==> config.mk <==
export PLATFORM = sky130hd
export DESIGN_NAME = cpra_ctrl
export DESIGN_NICKNAME = d
export VERILOG_FILES = /design/src/hdl/cpra_pkg.sv /design/src/hdl/cpra_ctrl.sv
export SDC_FILE = /design/constraint.sdc
export NUM_CORES = 1
export LEC_CHECK = 0
export ABC_CLOCK_PERIOD_IN_PS = 2000
export CAP_MARGIN = 10
export CORE_AREA = 2 2 39 41
export DETAILED_ROUTE_END_ITERATION = 8
export DIE_AREA = 0 0 41 43
export DONT_BUFFER_PORTS = 1
export GPL_ROUTABILITY_DRIVEN = 0
export MAX_ROUTING_LAYER = met4
export PLACE_DENSITY = 0.34
export SLEW_MARGIN = 20
export SYNTH_ARGS = -nofsm -noshare
export SYNTH_HDL_FRONTEND = slang
export SYNTH_SLANG_ARGS = --single-unit
==> constraint.sdc <==
create_clock -name aclk -period 2 [get_ports aclk]
set_input_delay 0.2 -clock aclk [delete_from_list [all_inputs] [get_ports aclk]]
set_output_delay 0.2 -clock aclk [all_outputs]
set_load 0.02 [all_outputs]
==> src/hdl/cpra_pkg.sv <==
`default_nettype none
// ============================================================================
// cpra_pkg
// Shared types and constants of the contiguous page run allocator: field
// widths, register indexes, status codes, controller states and the command
// and status groups between controller and datapath.
// ============================================================================
package cpra_pkg;

    localparam int PAGE_BYTES     = 4096;
    localparam int PAGE_SHIFT     = $clog2(PAGE_BYTES);
    localparam int DEF_HEAP_PAGES = 4096;

    localparam int ADDR_W     = 32;
    localparam int SIZE_W     = 32;
    localparam int RUN_W      = 13;
    localparam int FRAME_W    = 21;
    localparam int STATUS_W   = 3;
    localparam int CFG_IDX_W  = 3;
    localparam int CFG_DATA_W = 32;
    localparam int WANT_W     = ADDR_W - PAGE_SHIFT + 1;

    localparam logic [CFG_IDX_W-1:0] CFG_BLOCK_AREA_START = 3'd0;
    localparam logic [CFG_IDX_W-1:0] CFG_BLOCK_AREA_LIMIT = 3'd1;
    localparam logic [CFG_IDX_W-1:0] CFG_SMALL_LIMIT      = 3'd2;
    localparam logic [CFG_IDX_W-1:0] CFG_FIRST_FIT_MODE   = 3'd3;
    localparam logic [CFG_IDX_W-1:0] CFG_FRAME_POOL_SIZE  = 3'd4;

    localparam logic [SIZE_W-1:0] SMALL_LIMIT_RST = 32'd2048;

    localparam logic KIND_ALLOC = 1'b0;
    localparam logic KIND_FREE  = 1'b1;

    typedef enum logic [STATUS_W-1:0] {
        STS_OK          = 3'd0,
        STS_HANDOFF     = 3'd1,
        STS_NO_SPACE    = 3'd2,
        STS_NO_STRATEGY = 3'd3,
        STS_BAD_ADDRESS = 3'd4,
        STS_UNMAPPED    = 3'd5
    } status_t;

    typedef enum logic [2:0] {
        S_CLEAR,
        S_IDLE,
        S_CHECK,
        S_SEARCH,
        S_MARK,
        S_LOOKUP,
        S_RELEASE,
        S_DONE
    } state_t;

    typedef struct packed {
        logic clear;
        logic capture;
        logic check;
        logic search;
        logic mark;
        logic lookup;
        logic rel;
        logic emit;
    } dp_cmd_t;

    typedef struct packed {
        logic clear_last;
        logic chk_search;
        logic chk_lookup;
        logic found;
        logic exhausted;
        logic mark_last;
        logic lookup_used;
        logic rel_done;
        logic out_free;
    } dp_sts_t;

endpackage
`default_nettype wire

==> src/hdl/cpra_ctrl.sv <==
`default_nettype none
// ============================================================================
// cpra_ctrl
// Controller of the page run allocator: sequences the clearing pass, the
// request checks, the first-fit scan, run marking, run release and result
// hand-off.
// ============================================================================
module cpra_ctrl (
    input  wire logic              aclk,
    input  wire logic              aresetn,
    input  wire logic              s_valid,
    output logic                   s_ready,
    input  wire cpra_pkg::dp_sts_t sts,
    output cpra_pkg::dp_cmd_t      cmd
);
    import cpra_pkg::*;

    state_t state_reg;
    state_t state_next;

    always_ff @(posedge aclk) begin
        if (!aresetn) begin
            state_reg <= S_CLEAR;
        end else begin
            state_reg <= state_next;
        end
    end

    always_comb begin
        state_next = state_reg;
        case (state_reg)
            S_CLEAR: begin
                if (sts.clear_last) state_next = S_IDLE;
            end
            S_IDLE: begin
                if (s_valid) state_next = S_CHECK;
            end
            S_CHECK: begin
                if (sts.chk_search) begin
                    state_next = S_SEARCH;
                end else if (sts.chk_lookup) begin
                    state_next = S_LOOKUP;
                end else begin
                    state_next = S_DONE;
                end
            end
            S_SEARCH: begin
                if (sts.found) begin
                    state_next = S_MARK;
                end else if (sts.exhausted) begin
                    state_next = S_DONE;
                end
            end
            S_MARK: begin
                if (sts.mark_last) state_next = S_DONE;
            end
            S_LOOKUP: begin
                state_next = sts.lookup_used ? S_RELEASE : S_DONE;
            end
            S_RELEASE: begin
                if (sts.rel_done) state_next = S_DONE;
            end
            S_DONE: begin
                if (sts.out_free) state_next = S_IDLE;
            end
            default: state_next = S_CLEAR;
        endcase
    end

    always_comb begin
        cmd     = '0;
        s_ready = 1'b0;
        case (state_reg)
            S_CLEAR:   cmd.clear = 1'b1;
            S_IDLE: begin
                s_ready     = 1'b1;
                cmd.capture = s_valid;
            end
            S_CHECK:   cmd.check  = 1'b1;
            S_SEARCH:  cmd.search = 1'b1;
            S_MARK:    cmd.mark   = 1'b1;
            S_LOOKUP:  cmd.lookup = 1'b1;
            S_RELEASE: cmd.rel    = 1'b1;
            S_DONE:    cmd.emit   = sts.out_free;
            default: begin
                cmd     = '0;
                s_ready = 1'b0;
            end
        endcase
    end

endmodule
`default_nettype wire

==> results.py, run 1 <==
metrics = {
    "floorplan": {
        "core_area_um2": 1380,
        "fp.dieH_um": 43,
        "rows": 14,
        "start_util_pct": 23.2,
        "die_w_um": 41,
        "die_area_um2": 1760,
        "io_pins": 21,
    },
    "sta": {
        "slew_violations": 0,
        "hold_viol": 0,
        "maxSlewHeadroom_pct": 58.1,
        "min_period_over_period_pct": 76.6,
        "fmax_mhz": 652,
        "fin_ws_ps": 467,
        "final.setup.tns_ps": 0,
        "clock_skew_ps": 4.35,
        "layout_min_cycle_time_ps": 1530,
        "rsz0062_at_grt": "false",
        "worst_pin_slew_ps": 624,
        "setup_viol": 0,
    },
    "setup_path": {
        "crit_type": "flop to output port",
        "cp.required_ps": 1800,
        "r2r_start": "state_reg[2]",
        "crit_fanout": 10,
        "startpoint": "state_reg[2]",
        "end_kind": "output port",
        "cp.arrival_ps": 1330,
        "cp-start-kind": "flop",
    },
    "global_route": {
        "grt_usage_pct": 12.3,
        "grt_overflow": 0,
        "grt_pass1_wl_um": 1420,
        "antenna_found_initial": 0,
        "grt_pass1_vias": 351,
        "grt_max_degree": 15,
    },
    "cts": {
        "cts_resized": 0,
        "htree_levels": 1,
        "cts_setup_buffers": 0,
        "clkTransAtPathRegs_ps": 40,
        "clock_sinks": 3,
        "clock_path_buffers": 2,
        "cts_tree": "done",
        "cts_made_buffers": 3,
        "cts-root-buf": "clkbuf_4",
        "clock_latency_ps": 240,
        "holdBufCountCts": 0,
    },
    "power_and_ir_drop": {
        "p_leak_uw": 0.000172,
        "p_switching_uw": 113,
        "p_sw_share_pct": 36.7,
        "vdd_drop_max_uv": 181,
        "seq_power_share_pct": 25.0,
        "pwr_density_cell_nw_per_um2": 788,
        "share_comb_of_total_power_pct": 39.6,
        "p_int_uw": 195,
        "clockPowerShare_pct": 35.5,
    },
    "routing": {
        "drtAntennaViolNets": 0,
        "drt_iter0_drc": 5,
        "drc": 0,
        "vias": 335,
        "wl_um": 889,
        "wl_per_cell_um": 13.7,
        "first_pass_iters": 4,
        "avgViaCountPerCell": 5.15,
    },
    "final_layout": {
        "diodes": 0,
        "largest_reg_flops": 3,
        "drive_gt1_share_pct": 24.5,
        "layout-area-overhead-vs-synth_pct": 21.8,
        "fin_nets": 62,
    },
    "hold_path": {
        "worstHoldPathType": "input port to flop",
        "holdCritStartpoint": "aresetn",
    },
    "synthesis": {
        "yosys-top-cells-area": "dfxtp_1 19%, nor3b_1 9.3%, nor2_1 7.0%, and3b_1 5.4%, nand3b_1 4.7%",
        "synth_top_cell_area_share_pct": 18.7,
        "netlist_area_um2": 322,
        "synth-edff-count": 0,
        "synth_top_area_cell": "dfxtp_1",
        "yosysMostFrequentCell": "nor2_1",
        "yosysSeqAreaShare_pct": 18.7,
        "ys_ff_latch": 3,
        "ys_types": 24,
        "avgSynthCellArea_um2": 7.48,
        "netlist_top_cells_count": "6 x nor2_1, 4 x nor3b_1, 3 x dfxtp_1",
        "syn_inst": 43,
        "yosys_warnings": 0,
        "syn-num-nets": 55,
        "synthArstFlopShare_pct": 0,
        "synthFlopType": "dfxtp_1",
    },
    "place": {
        "dp_slack_ps": 485,
        "dp.final_hpwl_um": 692,
        "port_buffers": 0,
    },
    "outcome": {
        "outcome": "finished clean",
    },
    "job": {
        "drv_cap": 0,
    },
}
-- routing by layer --
layer  global-route usage (%)  share of wire, %
met3                     2.09               4.7
met2                     17.5                51
met5                        -                 0
met1                     14.4                44
met4                     10.0                 0
-- layout make-up --
type | count | area, µm²
well taps | 16 | 20.0
repair buffers | 7 | 52.6
fillers | 159 | 992
multi-input cells | 33 | 225
inverters | 2 | 7.51
flip-flops and latches | 3 | 60.1
clock buffers | 4 | 26.3
-- per-stage QoR --
step | power (µW) | area, µm² | utilization, % | std cells | hold slack [ps]
final | 309 | 392 | 28.3 | 65 | 105
after detailed placement | 201 | 365 | 26.4 | 61 | 345
after floorplan | 172 | 322 | - | 43 | 342
after global routing | 335 | 392 | 28.3 | 65 | 108
after global placement | 200 | 365 | 26.4 | 61 | 344
after CTS | 316 | 392 | 28.3 | 65 | 93.5
-- cell usage in the layout (no fill, tap or decap), drive strengths merged, types with 3 or more instances in the layout --
cell type  instances
buf                7
nor2               6
nor3b              4
clkbuf             4
dfxtp              3
-- critical path, stage by stage (launching register included) --
cell	delay, ps
dfxtp_1	380
buf_4	200
nor3b_1	240
and2_1	280
-- logic make-up after synthesis --
kind of cell	Yosys count	share of synthesized area, %
buf+inv	7	11.3
simple gates	20	37.4
compound gates	12	29.6
flops	3	18.7
mux	1	3.11
-- power by group through the flow --
stage                     combinational (µW)  sequential [µW]  clock, µW
final                                    122             77.0        109
after global routing                     135             78.8        121
after CTS                                124             76.9        116
after detailed placement                 123             78.0          0
after global placement                   123             77.4          0
after floorplan                         98.7             73.3          0
-- path summary, 6_finish.rpt --
check | cells after the start | endpoint | slack (ps)
setup / recovery | 3 | cmd[6] | 470
hold / removal | 1 | state_reg[2] | 110
setup reg to reg | 4 | state_reg[1] | 490
hold reg to reg | 1 | state_reg[2] | 670
Note: power is estimated with default switching activity, not from simulation.
==> inputs of run 2 (changes only) <==
--- a/config.mk
+++ b/config.mk
@@ -5,7 +5,7 @@
 export SDC_FILE = /design/constraint.sdc
 export NUM_CORES = 1
 export LEC_CHECK = 0
-export ABC_CLOCK_PERIOD_IN_PS = 2000
+export ABC_CLOCK_PERIOD_IN_PS = 1250
 export CAP_MARGIN = 10
 export CORE_AREA = 2 2 39 41
 export DETAILED_ROUTE_END_ITERATION = 8
@@ -13,7 +13,7 @@
 export DONT_BUFFER_PORTS = 1
 export GPL_ROUTABILITY_DRIVEN = 0
 export MAX_ROUTING_LAYER = met4
-export PLACE_DENSITY = 0.34
+export PLACE_DENSITY = 0.36
 export SLEW_MARGIN = 20
 export SYNTH_ARGS = -nofsm -noshare
 export SYNTH_HDL_FRONTEND = slang
==> constraint.sdc (replaced) <==
create_clock -name aclk -period 1.25 [get_ports aclk]
set_input_delay 0.125 -clock aclk [delete_from_list [all_inputs] [get_ports aclk]]
set_output_delay 0.125 -clock aclk [all_outputs]
set_load 0.02 [all_outputs]
==> run 2 against run 1 <==
  * The run now ends with setup timing left
  * Largest power group unchanged
  * Power up 110%
  * Setup slack worse by 550 ps
  * Global-route usage up 1.7 points
  * Register-to-register slack worse by 560 ps
  * Critical endpoint unchanged
  * Hold slack worse by 75 ps
  * Die area unchanged
  * Final area up 58%
==> results.py, run 2 (synthesis gave the netlist of run 1 again) <==
metrics = {
    "floorplan": {
        "fp.dieH_um": 43,
        "io_pins": 21,
        "start_util_pct": 23.2,
        "rows": 14,
        "die_w_um": 41,
        "core_area_um2": 1380,
        "die_area_um2": 1760,
    },
    "power_and_ir_drop": {
        "p_leak_uw": 0.000277,
        "seq_power_share_pct": 20.5,
        "clockPowerShare_pct": 25.4,
        "p_int_uw": 418,
        "p_sw_share_pct": 34.7,
        "share_comb_of_total_power_pct": 54.1,
        "p_switching_uw": 222,
        "vdd_drop_max_uv": 387,
        "pwr_density_cell_nw_per_um2": 1030,
        "power_uw": 640,
    },
    "job": {
        "drv_cap": 0,
    },
    "final_layout": {
        "post-route-cell-area_um2": 619,
        "drive_gt1_share_pct": 64.5,
        "fin_cells": 78,
        "mostFrequentLayoutCells": "10 x buf_6, 8 x buf_4, 4 x nor2_1",
        "layout_commonest_cell": "buf_6",
        "diodes": 0,
        "largest_reg_flops": 3,
        "fin_nets": 75,
        "layout-area-overhead-vs-synth_pct": 92.6,
    },
    "sta": {
        "worst_pin_slew_ps": 209,
        "min_period_over_period_pct": 107,
        "slew_violations": 0,
        "fmax_mhz": 750,
        "layout_min_cycle_time_ps": 1330,
        "final.setup.tns_ps": -245,
        "hold_viol": 0,
        "clock_skew_ps": 4.04,
        "maxSlewHeadroom_pct": 85.9,
        "setup_viol": 6,
        "rsz0062_at_grt": "true",
        "holdWs_ps": 29.6,
        "fin_ws_ps": -84.1,
    },
    "outcome": {
        "outcome": "complete, but fails checks",
        "violations": "setup timing",
    },
    "setup_path": {
        "crit_type": "flop to output port",
        "cp.required_ps": 1120,
        "rr_worst_depth": 4,
        "cp.arrival_ps": 1210,
        "r2r_start": "state_reg[2]",
        "critical_path.cell_chain": "buf_4 -> buf_6 -> nor3b_4 -> and2_4",
        "crit_end": "cmd[6]",
        "slowest_stage": "dfxtp_2",
        "r2r_end": "state_reg[1]",
        "cp-start-kind": "flop",
        "reg2reg_slack_ps": -70,
        "slowest_delay_ps": 330,
        "crit_fanout": 4,
        "end_kind": "output port",
        "startpoint": "state_reg[2]",
    },
    "cts": {
        "clkTransAtPathRegs_ps": 40,
        "clock_path_buffers": 2,
        "cts-root-buf": "clkbuf_4",
        "htree_levels": 1,
        "clock_sinks": 3,
        "holdBufCountCts": 0,
        "cts_made_buffers": 3,
        "cts_tree": "done",
        "clock_latency_ps": 230,
    },
    "global_route": {
        "grt_overflow": 0,
        "grt_max_degree": 8,
        "grt_usage_pct": 14.1,
        "antenna_found_initial": 0,
        "grt_pass1_wl_um": 1640,
        "grt_pass1_vias": 392,
    },
    "routing": {
        "wl_per_cell_um": 14.0,
        "m1WireLength_um": 475,
        "dr_wl_met2_um": 556,
        "dr.max_layer_used": "met3",
        "wl_met3_um": 61,
        "drt_iter0_drc": 0,
        "wl_um": 1090,
        "vias": 392,
        "drtAntennaViolNets": 0,
        "avgViaCountPerCell": 5.03,
        "drc": 0,
        "first_pass_iters": 1,
    },
    "hold_path": {
        "holdCritStartpoint": "aresetn",
        "worstHoldPathType": "input port to flop",
    },
    "place": {
        "dp_cells": 69,
        "port_buffers": 0,
        "dp.final_hpwl_um": 784,
        "placed_area_um2": 455,
    },
}
run 2: timing repair:
item                       4_1_cts  5_1_grt
cloned                           1        0
pin swaps                        4        2
setup endpoints to repair        9        9
setup buffers                    4        0
gates resized for setup         21        8
run 2: final cells by class:
class	count	area [µm²]
Tap cell	16	20.0
Fill cell	144	764
Multi-Input combinational cell	33	307
Timing Repair Buffer	20	193
Inverter	2	7.51
Clock buffer	4	26.3
Sequential cell	3	66.3
run 2: power groups by stage:
stage,logic [µW],clock network (µW),registers [µW]
floorplan,178,0,119
global placement,250,0,123
detailed placement,251,0,123
CTS,316,165,127
global route,369,177,133
finish,346,163,131
run 2: through the flow:
step | utilization [%] | setup slack, ps
final | 44.8 | -84.1
after global routing | 44.8 | -121
after CTS | 42.7 | -58.7
after detailed placement | 32.9 | -82.0
after global placement | 32.9 | -56.5
after floorplan | - | -159
run 2: worst min-delay path by stage:
stage / to / cells past startpoint
4_1_cts: state_reg[2] / 1
5_1_grt: state_reg[2] / 1
3_5_place_dp: state_reg[2] / 1
2_1_floorplan: state_reg[2] / 1
3_3_place_gp: state_reg[2] / 1
6_report: state_reg[2] / 1
run 2: metal layers:
| metal | vias to the layer above | track usage [%] |
|---|---|---|
| li1 | 196 | - |
| met1 | 182 | 18.5 |
| met2 | 14 | 20.9 |
| met3 | 0 | 1.57 |
| met4 | 0 | 6.00 |
| met5 | - | - |
run 2: worst max-delay path: cells and delay by family (launching register included):
| family | cells | cell delay, ps |
|---|---|---|
| AND/OR/NAND/NOR | 2 | 390 |
| buffers and inverters | 2 | 260 |
| flip-flops | 1 | 330 |
==> inputs of run 3 (changes only) <==
--- a/config.mk
+++ b/config.mk
@@ -5,7 +5,7 @@
 export SDC_FILE = /design/constraint.sdc
 export NUM_CORES = 1
 export LEC_CHECK = 0
-export ABC_CLOCK_PERIOD_IN_PS = 1250
+export ABC_CLOCK_PERIOD_IN_PS = 1600
 export CAP_MARGIN = 10
 export CORE_AREA = 2 2 39 41
 export DETAILED_ROUTE_END_ITERATION = 8
@@ -13,7 +13,7 @@
 export DONT_BUFFER_PORTS = 1
 export GPL_ROUTABILITY_DRIVEN = 0
 export MAX_ROUTING_LAYER = met4
-export PLACE_DENSITY = 0.36
+export PLACE_DENSITY = 0.34
 export SLEW_MARGIN = 20
 export SYNTH_ARGS = -nofsm -noshare
 export SYNTH_HDL_FRONTEND = slang
==> constraint.sdc (replaced) <==
create_clock -name aclk -period 1.6 [get_ports aclk]
set_input_delay 0.16 -clock aclk [delete_from_list [all_inputs] [get_ports aclk]]
set_output_delay 0.16 -clock aclk [all_outputs]
set_load 0.05 [all_outputs]
==> run 3 against run 2 <==
  * The flow now finishes without violations
  * Final area fell by 23%
  * Clock power fell by 18%
  * Die area did not move
  * Sequential cell count did not move
  * Critical endpoint unchanged
==> results.py, run 3 (synthesis gave the netlist of run 1 again) <==
metrics = {
    "routing": {
        "wl_um": 975,
        "drc": 0,
        "wl_per_cell_um": 13.5,
        "vias": 349,
        "drt_iter0_drc": 5,
        "avgViaCountPerCell": 4.85,
        "first_pass_iters": 4,
        "drtAntennaViolNets": 0,
    },
    "final_layout": {
        "drive_gt1_share_pct": 42.9,
        "fin_cells": 72,
        "layout_commonest_cell": "buf_4",
        "diodes": 0,
        "final-seq-area_um2": 60.1,
        "layout-area-overhead-vs-synth_pct": 47.9,
        "multiInputGateArea_um2": 244,
        "mostFrequentLayoutCells": "13 x buf_4, 5 x nor2_1, 3 x nor3b_2, 3 x clkbuf_4, 3 x dfxtp_1",
        "largest_reg_flops": 3,
        "fill_cells": 150,
        "post-route-util_pct": 34.4,
        "fin_nets": 69,
    },
    "floorplan": {
        "die_area_um2": 1760,
        "die_w_um": 41,
        "rows": 14,
        "io_pins": 21,
        "start_util_pct": 23.2,
        "core_area_um2": 1380,
        "fp.dieH_um": 43,
    },
    "sta": {
        "slew_violations": 0,
        "rsz0062_at_grt": "false",
        "layout_min_cycle_time_ps": 1450,
        "hold_viol": 0,
        "fmax_mhz": 688,
        "setup_viol": 0,
        "worst_pin_slew_ps": 369,
        "min_period_over_period_pct": 90.8,
        "maxSlewHeadroom_pct": 75.4,
        "clock_skew_ps": 4.16,
    },
    "setup_path": {
        "rr_worst_depth": 4,
        "cp.required_ps": 1440,
        "crit_fanout": 13,
        "crit_type": "flop to output port",
        "end_kind": "output port",
        "cp.arrival_ps": 1290,
        "cp-start-kind": "flop",
    },
    "place": {
        "dp_cells": 68,
        "port_buffers": 0,
        "dp.final_hpwl_um": 777,
    },
    "power_and_ir_drop": {
        "vdd_drop_max_uv": 379,
        "p_leak_uw": 0.000222,
        "pwr_density_cell_nw_per_um2": 998,
        "power_uw": 475,
    },
    "cts": {
        "clkTransAtPathRegs_ps": 40,
        "clock_latency_ps": 230,
        "htree_levels": 1,
        "cts-root-buf": "clkbuf_4",
        "cts_setup_buffers": 0,
        "holdBufCountCts": 0,
        "cts_tree": "done",
        "cts_made_buffers": 3,
        "clock_path_buffers": 2,
        "clock_sinks": 3,
        "cts_resized": 0,
    },
    "global_route": {
        "grt_pass1_wl_um": 1550,
        "grt_pass1_vias": 378,
        "antenna_found_initial": 0,
        "grt_usage_pct": 13.5,
        "grt_overflow": 0,
        "grt_max_degree": 14,
    },
    "outcome": {
        "outcome": "finished clean",
    },
    "hold_path": {
        "worstHoldPathType": "input port to flop",
        "min_path_cells": 1,
    },
    "job": {
        "drv_cap": 0,
    },
}
run 3: cell types whose count changed in the layout (fill, tap and decap cells not counted), sizes merged:
| cell | previous run | this run |
|---|---|---|
| buf | 20 | 14 |
run 3: worst paths after layout:
| path | startpoint | end | slack, ps |
|---|---|---|---|
| setup / recovery | state_reg[0] | cmd[6] | 150 |
| hold / removal | aresetn | state_reg[2] | 60 |
| setup reg to reg | state_reg[2] | state_reg[1] | 180 |
| hold reg to reg | state_reg[0] | state_reg[0] | 690 |
run 3: power by group:
group / total, µW / switching, µW / leakage (µW) / internal [µW]
combinational: 249 / 153 / 0.000182 / 95.7
clock: 133 / 39.6 / 0.0000150 / 93.5
sequential: 93.0 / 8.04 / 0.0000246 / 84.9
total: 475 / 201 / 0.000222 / 274
run 3: layout make-up:
class                      count  area share [%]
tap                           16            4.21
clock buffer                   4            5.53
inverter                       2            1.58
sequential                     3            12.6
timing repair buffer          14            24.7
multi-input combinational     33            51.3
run 3: metrics by stage:
step           cell area (µm²)  hold WS, ps  setup TNS (ps)  setup slack (ps)
6_report                   475         64.6               0               147
5_1_grt                    475         61.4               0              71.3
4_1_cts                    475         59.5               0               133
3_5_place_dp               449          315               0               195
3_3_place_gp               449          314               0               230
2_1_floorplan              330          302           -1510              -468
run 3: routing by layer:
layer  wire (µm)  part of all wire (%)  track usage (%)
met3          63                   6.5             1.05
met4           0                     0             12.0
met2         512                    53             19.4
met1         398                    41             15.7
met5           0                     0                -
run 3: critical path: stages, from the launching register on:
cell and delay, ps:
dfxtp_1 310, buf_4 190, nor3b_2 210, and2_1 200, buf_12 140
